File: config.mk
export PLATFORM = sky130hd
export DESIGN_NAME = button_debounce_gesture_detector
export DESIGN_NICKNAME = d
export VERILOG_FILES = /design/src/bdgd_pkg.sv /design/src/button_debounce_gesture_detector.sv
export SDC_FILE = /design/constraint.sdc
export NUM_CORES = 1
export LEC_CHECK = 0
export ABC_AREA = 1
export CAP_MARGIN = 20
export CORE_AREA = 3 3 190 192
export CTS_CLUSTER_SIZE = 28
export DETAILED_ROUTE_END_ITERATION = 10
export DIE_AREA = 0 0 193 195
export DONT_BUFFER_PORTS = 1
export GPL_TIMING_DRIVEN = 0
export PLACE_DENSITY_LB_ADDON = 0.2
export SETUP_SLACK_MARGIN = 0.5
export SYNTH_ARGS = -nofsm -noshare
export SYNTH_HDL_FRONTEND = slang
export SYNTH_SLANG_ARGS = --single-unit
File: constraint.sdc
create_clock -name clk_i -period 14.4 [get_ports clk_i]
set_input_delay 0.72 -clock clk_i [delete_from_list [all_inputs] [get_ports clk_i]]
set_output_delay 0.72 -clock clk_i [all_outputs]
set_load 0.1 [all_outputs]
File: src/bdgd_pkg.sv
`timescale 1ns / 1ps

package bdgd_pkg;

  // configuration register indexes
  typedef enum logic [2:0] {
    CFG_DEBOUNCE_SAMPLES    = 3'd0,
    CFG_CLICK_MAX_TICKS     = 3'd1,
    CFG_DOUBLE_WINDOW_TICKS = 3'd2,
    CFG_LONG_PRESS_TICKS    = 3'd3,
    CFG_GUARD_TICKS         = 3'd4,
    CFG_ACTIVE_LOW          = 3'd5,
    CFG_INJECT_PRESS_TICKS  = 3'd6,
    CFG_INJECT_SETTLE_TICKS = 3'd7
  } cfg_idx_e;

  localparam int unsigned CfgIdxW  = 3;
  localparam int unsigned CfgDataW = 16;
  localparam int unsigned InDataW  = 8;
  localparam int unsigned OutDataW = 8;

  // reset values of the configuration registers
  localparam logic [7:0]  DebounceSamplesRst   = 8'd3;
  localparam logic [15:0] ClickMaxTicksRst     = 16'd70;
  localparam logic [15:0] DoubleWindowTicksRst = 16'd20;
  localparam logic [15:0] LongPressTicksRst    = 16'd120;
  localparam logic [15:0] GuardTicksRst        = 16'd200;
  localparam logic        ActiveLowRst         = 1'b1;
  localparam logic [7:0]  InjectPressTicksRst  = 8'd8;
  localparam logic [7:0]  InjectSettleTicksRst = 8'd8;

  // result item, packed highest field first (stable_level is bit 0)
  typedef struct packed {
    logic [2:0] pad;
    logic       long_press;
    logic       double_click;
    logic       single_click;
    logic       is_pressed;
    logic       stable_level;
  } result_t;

endpackage

File: src/button_debounce_gesture_detector.sv
`timescale 1ns / 1ps
// the result of an accepted request is registered and shown on the master side in the next cycle
// throughput: one request per cycle while the master side takes results; the result register frees as it is taken
// the whole tick update (debounce, gesture and window counters) is one
// combinational pass into the state and result registers
// reset (rst_ni low, asynchronous) clears the tick state and result valid and loads default config

module button_debounce_gesture_detector (
  input  logic                              clk_i,
  input  logic                              rst_ni,
  input  logic                              s_axis_tvalid,
  output logic                              s_axis_tready,
  // [0] raw_level, [1] inject_click, [2] recording_on, [7:3] zero
  input  logic [bdgd_pkg::InDataW-1:0]      s_axis_tdata,
  output logic                              m_axis_tvalid,
  input  logic                              m_axis_tready,
  // [0] stable_level, [1] is_pressed, [2] single_click, [3] double_click,
  // [4] long_press, [7:5] zero
  output logic [bdgd_pkg::OutDataW-1:0]     m_axis_tdata,
  input  logic                              cfg_valid_i,
  output logic                              cfg_ready_o,
  input  logic [bdgd_pkg::CfgIdxW-1:0]      cfg_index_i,
  input  logic [bdgd_pkg::CfgDataW-1:0]     cfg_data_i
);

  // configuration
  logic [7:0]  deb_samples_q, inj_press_q, inj_settle_q;
  logic [15:0] click_max_q, window_q, long_q, guard_q;
  logic        active_low_q;

  assign cfg_ready_o = 1'b1;

  always_ff @(posedge clk_i or negedge rst_ni) begin
    if (!rst_ni) begin
      deb_samples_q <= bdgd_pkg::DebounceSamplesRst;
      click_max_q   <= bdgd_pkg::ClickMaxTicksRst;
      window_q      <= bdgd_pkg::DoubleWindowTicksRst;
      long_q        <= bdgd_pkg::LongPressTicksRst;
      guard_q       <= bdgd_pkg::GuardTicksRst;
      active_low_q  <= bdgd_pkg::ActiveLowRst;
      inj_press_q   <= bdgd_pkg::InjectPressTicksRst;
      inj_settle_q  <= bdgd_pkg::InjectSettleTicksRst;
    end else if (cfg_valid_i && cfg_ready_o) begin
      unique case (bdgd_pkg::cfg_idx_e'(cfg_index_i))
        bdgd_pkg::CFG_DEBOUNCE_SAMPLES:    deb_samples_q <= cfg_data_i[7:0];
        bdgd_pkg::CFG_CLICK_MAX_TICKS:     click_max_q   <= cfg_data_i;
        bdgd_pkg::CFG_DOUBLE_WINDOW_TICKS: window_q      <= cfg_data_i;
        bdgd_pkg::CFG_LONG_PRESS_TICKS:    long_q        <= cfg_data_i;
        bdgd_pkg::CFG_GUARD_TICKS:         guard_q       <= cfg_data_i;
        bdgd_pkg::CFG_ACTIVE_LOW:          active_low_q  <= cfg_data_i[0];
        bdgd_pkg::CFG_INJECT_PRESS_TICKS:  inj_press_q   <= cfg_data_i[7:0];
        bdgd_pkg::CFG_INJECT_SETTLE_TICKS: inj_settle_q  <= cfg_data_i[7:0];
        default: ;
      endcase
    end
  end

  // tick state
  logic        init_q, init_d;
  logic        last_q, last_d;
  logic        deb_q, deb_d;
  logic [7:0]  run_q, run_d;
  logic        pflag_q, pflag_d;
  logic [15:0] hold_q, hold_d;
  logic        longr_q, longr_d;
  logic        pend_q, pend_d;
  logic [15:0] pticks_q, pticks_d;
  logic        inj_act_q, inj_act_d;
  logic [8:0]  inj_el_q, inj_el_d;
  logic        rec_prev_q, rec_prev_d;
  logic        seen_q, seen_d;
  logic [15:0] since_q, since_d;

  logic        out_valid_q;
  logic [bdgd_pkg::OutDataW-1:0] out_data_q;

  logic        accept;
  logic        raw, inject, rec_on;
  logic        level, pressed, allowed;
  logic        single_p, double_p, long_p;
  logic [8:0]  inj_end;
  bdgd_pkg::result_t res;

  assign s_axis_tready = !out_valid_q || m_axis_tready;
  assign accept        = s_axis_tvalid && s_axis_tready;
  assign raw           = s_axis_tdata[0];
  assign inject        = s_axis_tdata[1];
  assign rec_on        = s_axis_tdata[2];
  assign inj_end       = {1'b0, inj_press_q} + {1'b0, inj_settle_q};

  always_comb begin
    init_d     = init_q;
    last_d     = last_q;
    deb_d      = deb_q;
    run_d      = run_q;
    pflag_d    = pflag_q;
    hold_d     = hold_q;
    longr_d    = longr_q;
    pend_d     = pend_q;
    pticks_d   = pticks_q;
    inj_act_d  = inj_act_q;
    inj_el_d   = inj_el_q;
    rec_prev_d = rec_on;
    seen_d     = seen_q;
    since_d    = since_q;
    single_p   = 1'b0;
    double_p   = 1'b0;
    long_p     = 1'b0;
    pressed    = 1'b0;
    level      = raw;

    // recording change tracking
    if (rec_on != rec_prev_q) begin
      since_d = '0;
      seen_d  = 1'b1;
    end else if (since_q != '1) begin
      since_d = since_q + 16'd1;
    end
    allowed = !rec_on && (!seen_d || since_d >= guard_q);

    // an injection before the first sample sets a high idle level first
    if (inject) begin
      if (!init_q) begin
        init_d   = 1'b1;
        last_d   = 1'b1;
        deb_d    = 1'b1;
        run_d    = 8'd1;
        pflag_d  = 1'b0;
        hold_d   = '0;
        pend_d   = 1'b0;
        pticks_d = '0;
        longr_d  = 1'b0;
      end
      inj_act_d = 1'b1;
      inj_el_d  = '0;
    end

    if (inj_act_d) begin
      if (inj_el_d < {1'b0, inj_press_q}) begin
        level = 1'b0;
      end else if (inj_el_d < inj_end) begin
        level = 1'b1;
      end else begin
        inj_act_d = 1'b0;
      end
      if (inj_el_d != '1) inj_el_d = inj_el_d + 9'd1;
    end

    if (!init_d) begin
      init_d   = 1'b1;
      last_d   = level;
      deb_d    = level;
      run_d    = 8'd1;
      pflag_d  = 1'b0;
      hold_d   = '0;
      pend_d   = 1'b0;
      pticks_d = '0;
      longr_d  = 1'b0;
    end else if (level != last_d) begin
      last_d = level;
      run_d  = 8'd1;
    end else begin
      if (run_d != '1) run_d = run_d + 8'd1;
      if (run_d >= deb_samples_q) begin
        deb_d   = level;
        pressed = level ^ active_low_q;
        if (pressed && !pflag_d) begin
          hold_d  = '0;
          longr_d = 1'b0;
        end else if (!pressed && pflag_d) begin
          if (!longr_d && hold_d <= click_max_q) begin
            if (pend_d && allowed) begin
              pend_d   = 1'b0;
              pticks_d = '0;
              double_p = 1'b1;
            end else begin
              // blocked double click still counts as a single
              if (pend_d) single_p = 1'b1;
              pend_d   = 1'b1;
              pticks_d = '0;
            end
          end
          hold_d  = '0;
          longr_d = 1'b0;
        end else if (pressed && !longr_d) begin
          if (hold_d != '1) hold_d = hold_d + 16'd1;
          if (hold_d >= long_q) begin
            longr_d  = 1'b1;
            pend_d   = 1'b0;
            pticks_d = '0;
            long_p   = 1'b1;
          end
        end
        pflag_d = pressed;
        // double-click window
        if (!pflag_d && pend_d) begin
          if (pticks_d != '1) pticks_d = pticks_d + 16'd1;
          if (pticks_d >= window_q) begin
            pend_d   = 1'b0;
            pticks_d = '0;
            single_p = 1'b1;
          end
        end
      end
    end

    res.pad          = '0;
    res.long_press   = long_p;
    res.double_click = double_p;
    res.single_click = single_p;
    res.is_pressed   = pflag_d;
    res.stable_level = deb_d;
  end

  always_ff @(posedge clk_i or negedge rst_ni) begin
    if (!rst_ni) begin
      init_q     <= 1'b0;
      last_q     <= 1'b0;
      deb_q      <= 1'b0;
      run_q      <= '0;
      pflag_q    <= 1'b0;
      hold_q     <= '0;
      longr_q    <= 1'b0;
      pend_q     <= 1'b0;
      pticks_q   <= '0;
      inj_act_q  <= 1'b0;
      inj_el_q   <= '0;
      rec_prev_q <= 1'b0;
      seen_q     <= 1'b0;
      since_q    <= '0;
    end else if (accept) begin
      init_q     <= init_d;
      last_q     <= last_d;
      deb_q      <= deb_d;
      run_q      <= run_d;
      pflag_q    <= pflag_d;
      hold_q     <= hold_d;
      longr_q    <= longr_d;
      pend_q     <= pend_d;
      pticks_q   <= pticks_d;
      inj_act_q  <= inj_act_d;
      inj_el_q   <= inj_el_d;
      rec_prev_q <= rec_prev_d;
      seen_q     <= seen_d;
      since_q    <= since_d;
    end
  end

  always_ff @(posedge clk_i or negedge rst_ni) begin
    if (!rst_ni) begin
      out_valid_q <= 1'b0;
    end else if (accept) begin
      out_valid_q <= 1'b1;
    end else if (m_axis_tready) begin
      out_valid_q <= 1'b0;
    end
  end

  always_ff @(posedge clk_i) begin
    if (accept) begin
      out_data_q <= res;
    end
  end

  assign m_axis_tvalid = out_valid_q;
  assign m_axis_tdata  = out_data_q;

endmodule

==> flow_summary.yaml, run 1 <==
outcome:
  status: "complete, no violations"
grt:
  grt_usage_pct: 18.75
  overflow: 0
  grt_pass1_wl_mm: 54.66
  antenna_found_initial: 4
  first_global_vias: 9959
  grt_max_degree: 148
critical_path:
  cpMostUsedCell: "nand2_1"
  arrival_ps: 9350
  worstSetupEndpointType: "flip-flop"
  worstPathRequired_ps: 14780
  critPathMaxStageDelay_ps: 540
  r2r_slack_ps: 5430
  slowest_stage: "a2111oi_0"
  path_delay_family: "simple AND/OR/NAND/NOR gates"
  cp_max_fo: 10
  rr_startpoint: "init_q"
  worst_setup_path_start_kind: "flip-flop"
  startpoint: "init_q"
  worst-setup-path-type: "flip-flop to flip-flop"
  crit_buf_inv: 11
detailed_routing:
  vias: 10440
  ant_nets: 0
  drc_errors: 0
  first_pass_iters: 5
  drtIter0Drc: 666
  routedWlPerCell_um: 16.24
  routed_wl_mm: 34.42
  via_per_inst: 4.926
clock_network:
  htreeDepth: 4
  cts_root_buf: "clkbuf_16"
  clk_pin_slew_ps: 70
  cts_buffers: 17
  clock_path_buffers: 2
  cts_setup_buffers: 0
  cts_tree: "done"
  cts.sinks: 169
  clk_latency_ps: 450
place:
  dpl.cell_count: 2086
  io_buffers: 0
  placed_area_um2: 12270
  hpwl_mm: 25.97
  gp_congestion: 0.9076
timing:
  final-max-slew-violation-count: 0
  skew_ps: 19.59
  fin_setup_tns_ps: 0
  fin_crit_ps: 8972
  hold_ws_ps: 131.5
  rsz0062_at_grt: "false"
  slew_headroom_pct: 36.56
  finalHoldViolations: 0
  fin_crit_sh_pct: 62.31
  setup_viol: 0
  fmax_ghz: 0.1115
  tightest_slew_ps: 949.3
die:
  ios: 43
  start_util_pct: 33.82
  die_area_um2: 37640
  die_x_um: 193
  num_rows: 68
  die_y_um: 195
  core_um2: 34540
layout:
  stdcell_area_um2: 12890
  nFillCells: 3730
  final_cells: 2120
  syn2layout_area_growth_pct: 10.37
  nNetsFinal: 1785
  final_util_pct: 37.33
  drive_gt1_share_pct: 6.010
yosys:
  synth.distinct_cells: 49
  synth_ff_type: "dfrtp_1"
  synth_seq_cells: 169
  synth-seq-area-share_pct: 36.60
  netlist_instances: 1628
  synth_edf_count: 5
  syn_area_um2: 11680
  yosys_warnings: 0
  synthArstFlopShare_pct: 97.04
  syn_area_per_cell_um2: 7.176
run:
  drv_cap: 0
power_and_ir_drop:
  peakVddDrop_v: 0.00009223
  leakage_nw: 6.449
  power_density_nw_per_um2: 151.6
hold_path:
  hp-class: "input port to asynchronous set/reset pin"
==> Yosys cell counts (5+ instances only) <==
master | number | area share [%]
nand2_2 | 7 | 0.37
nor3_1 | 16 | 0.69
nand4_1 | 24 | 1.3
o21ai_0 | 169 | 7.2
ha_1 | 101 | 11
nand3_1 | 78 | 3.3
clkbuf_1 | 31 | 1.0
nand2_4 | 6 | 0.58
xor2_1 | 24 | 1.8
a21oi_1 | 76 | 3.3
dfrtp_1 | 147 | 31
buf_4 | 9 | 0.58
nor4_1 | 5 | 0.27
nand2_1 | 394 | 13
o22ai_1 | 10 | 0.54
xnor2_1 | 11 | 0.82
edfxtp_1 | 5 | 1.3
a31oi_1 | 9 | 0.48
dfstp_2 | 17 | 3.8
buf_2 | 6 | 0.26
nor2_1 | 174 | 5.6
inv_1 | 263 | 8.5
nor2_2 | 8 | 0.43
==> worst register-to-register path, delay by kind of cell (launching register included) <==
family	cells	cell delay (ps)
AO/OA/AOI/OAI	8	1720
adder cells (fa/ha/maj)	4	1010
buffers and inverters	11	1500
flip-flops	1	370
AND/OR/NAND/NOR	30	4320
==> stage by stage <==
step | total power (W) | worst slack [ps]
6_report | 0.001955 | 5428
5_1_grt | 0.002133 | 4588
4_1_cts | 0.001976 | 5597
3_5_place_dp | 0.001476 | 5181
3_3_place_gp | 0.001457 | 5154
2_1_floorplan | 0.001268 | 7306
==> timing repair <==
item	CTS	global route
hold buffers	1	0
endpoints found under the setup margin	0	0
gates resized for setup	0	0
endpoints found under the hold margin	147	0
==> sequential cells by signal, summed over array words and instances, names as in the netlist, 9 cells and up <==
name,cells
guard_q,16
inj_el_q,9
hold_q,16
long_q,16
pticks_q,16
window_q,16
click_max_q,16
since_q,16
==> layout by cell type (no fill, tap or decap), drive strengths merged, types with 19 or more instances in the layout <==
cell    Yosys  routed
a21oi      76      76
buf        17      19
clkbuf     31      50
dfrtp     147     147
ha        101     101
inv       266     274
nand2     407     407
nand3      82      82
nand4      25      25
nor2      184     184
o21ai     172     172
xor2       24      24
==> where the power goes <==
part	switching, W	total [W]	internal, W
logic	0.000532	0.000817	0.000285
clock network	0.000217	0.000478	0.000261
registers	0.0000770	0.000660	0.000583
total	0.000826	0.00196	0.00113
==> kinds of logic (layout without fill, tap and decap cells) <==
group / after synthesis / count (layout) / share of synthesized area [%]
adders and majority gates: 102 / 102 / 10.99
AOI/OAI and AO/OA: 282 / 282 / 12.69
DFF: 169 / 169 / 36.60
muxes: 1 / 1 / 0.09638
buffers and inverters: 315 / 349 / 10.65
xor gates and xnor gates: 36 / 36 / 2.860
and+or+nand+nor: 721 / 721 / 26.06
other: 2 / 5 / 0.06428
==> final timing paths <==
check,endpoint,cells after the start
max,pticks_q[9],53
min,long_q[4],0
max reg2reg,pticks_q[9],53
min reg2reg,seen_q,2
max in group asynchronous,hold_q[1],1
min in group clk_i,inj_settle_q[1],2
==> layer usage <==
layer | wire, um | vias up | track usage, % | share of wire (%)
li1 | - | 5259 | - | -
met2 | 15790 | 224 | 29.77 | 46
met4 | 572 | 0 | 4.554 | 1.7
met3 | 1384 | 28 | 3.178 | 4.0
met1 | 16670 | 4933 | 26.65 | 48
met5 | 0 | - | 0 | 0
==> area by class of cell <==
| class | count | area, um^2 | share of cell area (%) |
|---|---|---|---|
| multi-input combinational | 1146 | 6171 | 47.86 |
| sequential | 169 | 4275 | 33.16 |
| inverter | 267 | 1007 | 7.812 |
| tap | 455 | 569.3 | 4.415 |
| clock buffer | 19 | 432.9 | 3.358 |
| buffer | 48 | 236.5 | 1.834 |
| clock inverter | 13 | 156.4 | 1.213 |
| timing repair buffer | 2 | 42.54 | 0.3299 |
| antenna | 1 | 2.502 | 0.01941 |
Note: power is estimated with default switching activity, not from simulation.
==> inputs of run 2 (changes only) <==
Settings changed: ABC_AREA 1 to 0, CORE_AREA 3 3 190 192 to 3 3 188 190, DIE_AREA 0 0 193 195 to 0 0 191 193.
Clock period 14.4 ns to 8.5 ns, I/O delays scaled along.
==> flow_summary.yaml, run 2 <==
yosys:
  ys_top_cells_by_count: "169 x nand2_1, 147 x dfrtp_1, 121 x inv_1, 101 x ha_1, 101 x o21ai_0"
  synth_seq_cells: 169
  syn_area_per_cell_um2: 8.882
  synthArstFlopShare_pct: 97.04
  yosys.area.top_type_share_pct: 32.25
  netlist_instances: 1284
  yosys.area.top_type: "dfrtp_1"
  synth-seq-area-share_pct: 37.49
  synth.distinct_cells: 88
  yosys_warnings: 0
  synth_area_leaders: "dfrtp_1 32%, ha_1 11%, nand2_1 5.6%"
  syn_area_um2: 11400
  synth_edf_count: 5
  synth_most_common_cell: "nand2_1"
  synth_ff_type: "dfrtp_1"
layout:
  syn2layout_area_growth_pct: 17.20
  nNetsFinal: 1485
  final_common_cell: "nand2_1"
  multi_input_comb_area_um2: 6838
  antenna_cells: 0
  nFillCells: 3374
  final_cells: 1812
  drive_gt1_share_pct: 17.16
  final_cell_mix: "169 x nand2_1, 147 x dfrtp_1, 120 x inv_1"
  register_area_um2: 4275
timing:
  fin_crit_sh_pct: 90.49
  hold_ws_ps: 3.736
  rsz0062_at_grt: "false"
  fin_crit_ps: 7692
  finalHoldViolations: 0
  fin_setup_tns_ps: 0
  final-max-slew-violation-count: 0
  setup_viol: 0
  slew_headroom_pct: 28.87
  skew_ps: 13.20
  fmax_ghz: 0.1300
  tightest_slew_ps: 1067
critical_path:
  worstSetupEndpointType: "flip-flop"
  arrival_ps: 8030
  cp_max_fo: 10
  worst_setup_path_start_kind: "flip-flop"
  cp.depth: 40
  path_delay_family: "compound AO/OA/AOI/OAI gates"
  worst-setup-path-type: "flip-flop to flip-flop"
  slowest_stage: "a2111oi_4"
  crit_buf_inv: 7
  reg2regPathDepth: 40
  critPathMaxStageDelay_ps: 430
  worstPathRequired_ps: 8840
die:
  num_rows: 67
  die_area_um2: 36860
  die_y_um: 193
  ios: 43
  core_um2: 33620
  start_util_pct: 33.93
  die_x_um: 191
clock_network:
  cts_root_buf: "clkbuf_16"
  cts.sinks: 169
  cts_buffers: 17
  clock_path_buffers: 2
  clk_pin_slew_ps: 70
  htreeDepth: 4
  cts_tree: "done"
  clk_latency_ps: 450
run:
  drv_cap: 0
detailed_routing:
  ant_nets: 0
  first_pass_iters: 5
  drtIter0Drc: 505
  vias: 9595
  routed_wl_mm: 33.77
  via_per_inst: 5.295
  drc_errors: 0
  routedWlPerCell_um: 18.64
power_and_ir_drop:
  p_total_w: 0.002828
  peakVddDrop_v: 0.0001528
  leakage_nw: 5.881
  power_density_nw_per_um2: 211.6
grt:
  grt_max_degree: 165
  first_global_vias: 9366
  grt_pass1_wl_mm: 52.70
  overflow: 0
  antenna_found_initial: 1
  grt_usage_pct: 18.51
hold_path:
  hp-class: "input port to asynchronous set/reset pin"
place:
  gp_congestion: 0.8632
  dpl.cell_count: 1735
  hpwl_mm: 24.20
  io_buffers: 0
outcome:
  status: "complete, no violations"
==> run 2: stage by stage <==
stage          util [%]  area [um^2]  worst slack (ps)
2_1_floorplan         -        11410             534.0
3_3_place_gp      35.62        11970             -1758
3_5_place_dp      35.63        11980             -1720
4_1_cts           38.31        12880             525.2
5_1_grt           39.76        13370             405.2
6_report          39.76        13370             808.3
==> run 2: cells by family (layout without fill, tap and decap cells) <==
kind of cell               after synthesis  in the layout  share of synthesized area (%)
other                                    2              4                        0.06585
and+or+nand+nor                        437            437                          18.48
muxes                                   49             49                          4.783
DFF                                    169            169                          37.49
buffers and inverters                  170            248                          6.001
AOI/OAI and AO/OA                      304            304                          18.01
xor gates and xnor gates                51             51                          3.917
adders and majority gates              102            102                          11.26
==> run 2: final timing paths <==
check / startpoint / endpoint / slack, ps
hold reg to reg: seen_q / seen_q / 460
setup / recovery: inj_press_q[0] / pticks_q[9] / 810
hold / removal: rst_ni / window_q[8] / 4
min in group clk_i: s_axis_tdata[2] / rec_prev_q / 80
setup reg to reg: inj_press_q[0] / pticks_q[9] / 810
max in group asynchronous: rst_ni / since_q[10] / 7870
==> run 2: power breakdown <==
part / internal (W) / switching [W]
clock network: 0.000428 / 0.000373
logic: 0.000415 / 0.000560
registers: 0.000953 / 0.000100
total: 0.00180 / 0.00103
==> run 2: routing by layer <==
metal,share of wire [%],up-vias,track usage [%]
met2,46,190,30.06
met4,3.0,0,6.576
met3,3.6,51,2.875
met5,0,-,0
met1,47,4678,25.16
li1,-,4676,-
==> run 2: area by class of cell <==
type,instances,area share (%)
Inverter,123,3.492
Tap cell,448,4.194
Clock buffer,19,3.389
Multi-Input combinational cell,947,51.16
Clock inverter,13,1.002
Sequential cell,169,31.99
Timing Repair Buffer,46,2.799
Buffer,47,1.984
==> run 2: repair_timing <==
| action | in CTS | in global routing |
|---|---|---|
| hold buffers | 1 | 0 |
| buffers inserted | 13 | 30 |
| hold endpoints to repair | 164 | 0 |
| setup endpoints to repair | 18 | 18 |
| pin swaps | 10 | 41 |
| gates resized for setup | 45 | 57 |
==> inputs of run 3 (changes only) <==
--- a/config.mk
+++ b/config.mk
@@ -6,10 +6,10 @@
 export NUM_CORES = 1
 export LEC_CHECK = 0
-export ABC_AREA = 0
+export ABC_AREA = 1
 export CAP_MARGIN = 20
-export CORE_AREA = 3 3 188 190
+export CORE_AREA = 3 3 190 192
 export CTS_CLUSTER_SIZE = 28
 export DETAILED_ROUTE_END_ITERATION = 10
-export DIE_AREA = 0 0 191 193
+export DIE_AREA = 0 0 193 195
 export DONT_BUFFER_PORTS = 1
 export GPL_TIMING_DRIVEN = 0
==> constraint.sdc (replaced) <==
create_clock -name clk_i -period 8.5 [get_ports clk_i]
set_input_delay 1.275 -clock clk_i [delete_from_list [all_inputs] [get_ports clk_i]]
set_output_delay 1.275 -clock clk_i [all_outputs]
set_load 0.1 [all_outputs]
==> flow_summary.yaml, run 3 (synthesis results as in run 1) <==
clock_network:
  htreeDepth: 4
  clock_path_buffers: 2
  cts_tree: "done"
  cts_root_buf: "clkbuf_16"
  clk_latency_ps: 450
  clk_pin_slew_ps: 80
  cts.sinks: 169
  cts_buffers: 17
  hold_buffers: 0
layout:
  final_util_pct: 37.99
  syn2layout_area_growth_pct: 12.32
  final_common_cell: "nand2_1"
  drive_gt1_share_pct: 8.010
  nFillCells: 3730
  multi_input_comb_area_um2: 6330
  final_cell_mix: "389 x nand2_1, 260 x inv_1, 168 x nor2_1, 168 x o21ai_0, 147 x dfrtp_1"
  stdcell_area_um2: 13120
  nNetsFinal: 1794
  register_area_um2: 4275
timing:
  setup_viol: 0
  rsz0062_at_grt: "false"
  skew_ps: 17.10
  fmax_ghz: 0.1337
  fin_crit_ps: 7482
  finalHoldViolations: 0
  fin_crit_sh_pct: 88.02
  slew_headroom_pct: 36.57
  final-max-slew-violation-count: 0
  fin_setup_tns_ps: 0
  setup_ws_ps: 1018
  tightest_slew_ps: 949.2
detailed_routing:
  routedWlPerCell_um: 16.20
  vias: 10490
  first_pass_iters: 5
  drc_errors: 0
  via_per_inst: 4.927
  routed_wl_mm: 34.49
  ant_nets: 0
  drtIter0Drc: 607
grt:
  grt_use_met3_pct: 3.232
  antenna_found_initial: 4
  first_global_vias: 9997
  grt_pass1_wl_mm: 54.67
  grt_usage_pct: 18.71
  grt.busiest_layer: "met2"
  overflow: 0
  grt_max_degree: 165
  groute.layer.met2.usage_pct: 29.65
  met1_usage_pct: 26.43
die:
  die_y_um: 195
  start_util_pct: 33.82
  die_area_um2: 37640
  num_rows: 68
  ios: 43
  die_x_um: 193
  core_um2: 34540
place:
  gp_congestion: 0.9076
  io_buffers: 0
  pre_cts_slack_ps: -1274
  placed_area_um2: 12270
  hpwl_mm: 25.97
critical_path:
  cp_max_fo: 10
  worstPathRequired_ps: 8880
  slowest_stage: "ha_1"
  critPathMaxStageDelay_ps: 300
  worst-setup-path-type: "input port to flip-flop"
  arrival_ps: 7860
  worstSetupEndpointType: "flip-flop"
  cpMostUsedCell: "nand2_1"
  worst_setup_path_start_kind: "input port"
hold_path:
  hp-class: "flip-flop to flip-flop"
outcome:
  status: "complete, no violations"
power_and_ir_drop:
  power_density_nw_per_um2: 256.5
  peakVddDrop_v: 0.0001571
  leakage_nw: 6.497
run:
  drv_cap: 0
-- run 3: changes by cell type in the layout (fill, tap and decap cells not counted), moves of 13 or more --
cell,delta
nand2b_1,-17
xnor2_1,-16
and3_1,-17
a21oi_1,+23
o21ai_0,+73
nand2_1,+220
buf_4,-26
nor2_1,+98
nor3_1,-16
inv_1,+140
a21o_1,-18
o31ai_1,-13
nand3_1,+39
mux2_2,-43
-- run 3: final timing paths --
kind,from,end,slack [ps],cells past startpoint
min,seen_q,seen_q,480,2
max,s_axis_tdata[1],pticks_q[9],1020,54
min in group asynchronous,rst_ni,inj_settle_q[1],540,0
max reg2reg,inj_press_q[0],pticks_q[9],1190,50
min reg2reg,seen_q,seen_q,480,2
max in group asynchronous,rst_ni,guard_q[7],7660,0
-- run 3: layout make-up --
| class | count | share of cell area (%) |
|---|---|---|
| diodes | 1 | 0.01907 |
| plain buffers | 48 | 1.926 |
| clock buffers | 19 | 3.299 |
| clock inverters | 13 | 1.192 |
| inverters | 267 | 7.714 |
| multi-input cells | 1146 | 48.24 |
| flip-flops and latches | 169 | 32.58 |
| well taps | 455 | 4.339 |
| repair buffers | 11 | 0.6866 |
-- run 3: metrics by stage --
| stage | power [W] | hold slack, ps | instances |
|---|---|---|---|
| 4_1_cts | 0.003363 | 471.7 | 2122 |
| 3_5_place_dp | 0.002501 | 450.4 | 2086 |
| 3_3_place_gp | 0.002468 | 451.2 | 2085 |
| 6_report | 0.003366 | 481.5 | 2129 |
| 5_1_grt | 0.003669 | 505.2 | 2128 |
| 2_1_floorplan | 0.002149 | 426.7 | 1630 |
-- run 3: worst max-delay path, delay by kind of cell --
family / cells / cell delay, ps
AOI/OAI and AO/OA: 6 / 920
buffers and inverters: 10 / 1150
and+or+nand+nor: 34 / 3550
adders and majority gates: 4 / 940
-- run 3: repair_timing --
| item | CTS | global route |
|---|---|---|
| setup endpoints to repair | 18 | 18 |
| buffers inserted | 4 | 6 |
| gates resized for setup | 26 | 19 |
| pin swaps | 5 | 7 |
-- run 3: routing by layer --
layer  vias to the layer above  routed length [um]
li1                       5286                   -
met1                      4943               16410
met2                       225               15810
met3                        36                1561
met4                         0                 701
met5                         -                   0
-- run 3: power breakdown --
group          switching (W)  internal [W]  leakage (nW)
clock               0.000366      0.000443         0.282
sequential          0.000132      0.000988          2.12
combinational       0.000916      0.000521          4.09
total                0.00141       0.00195          6.50
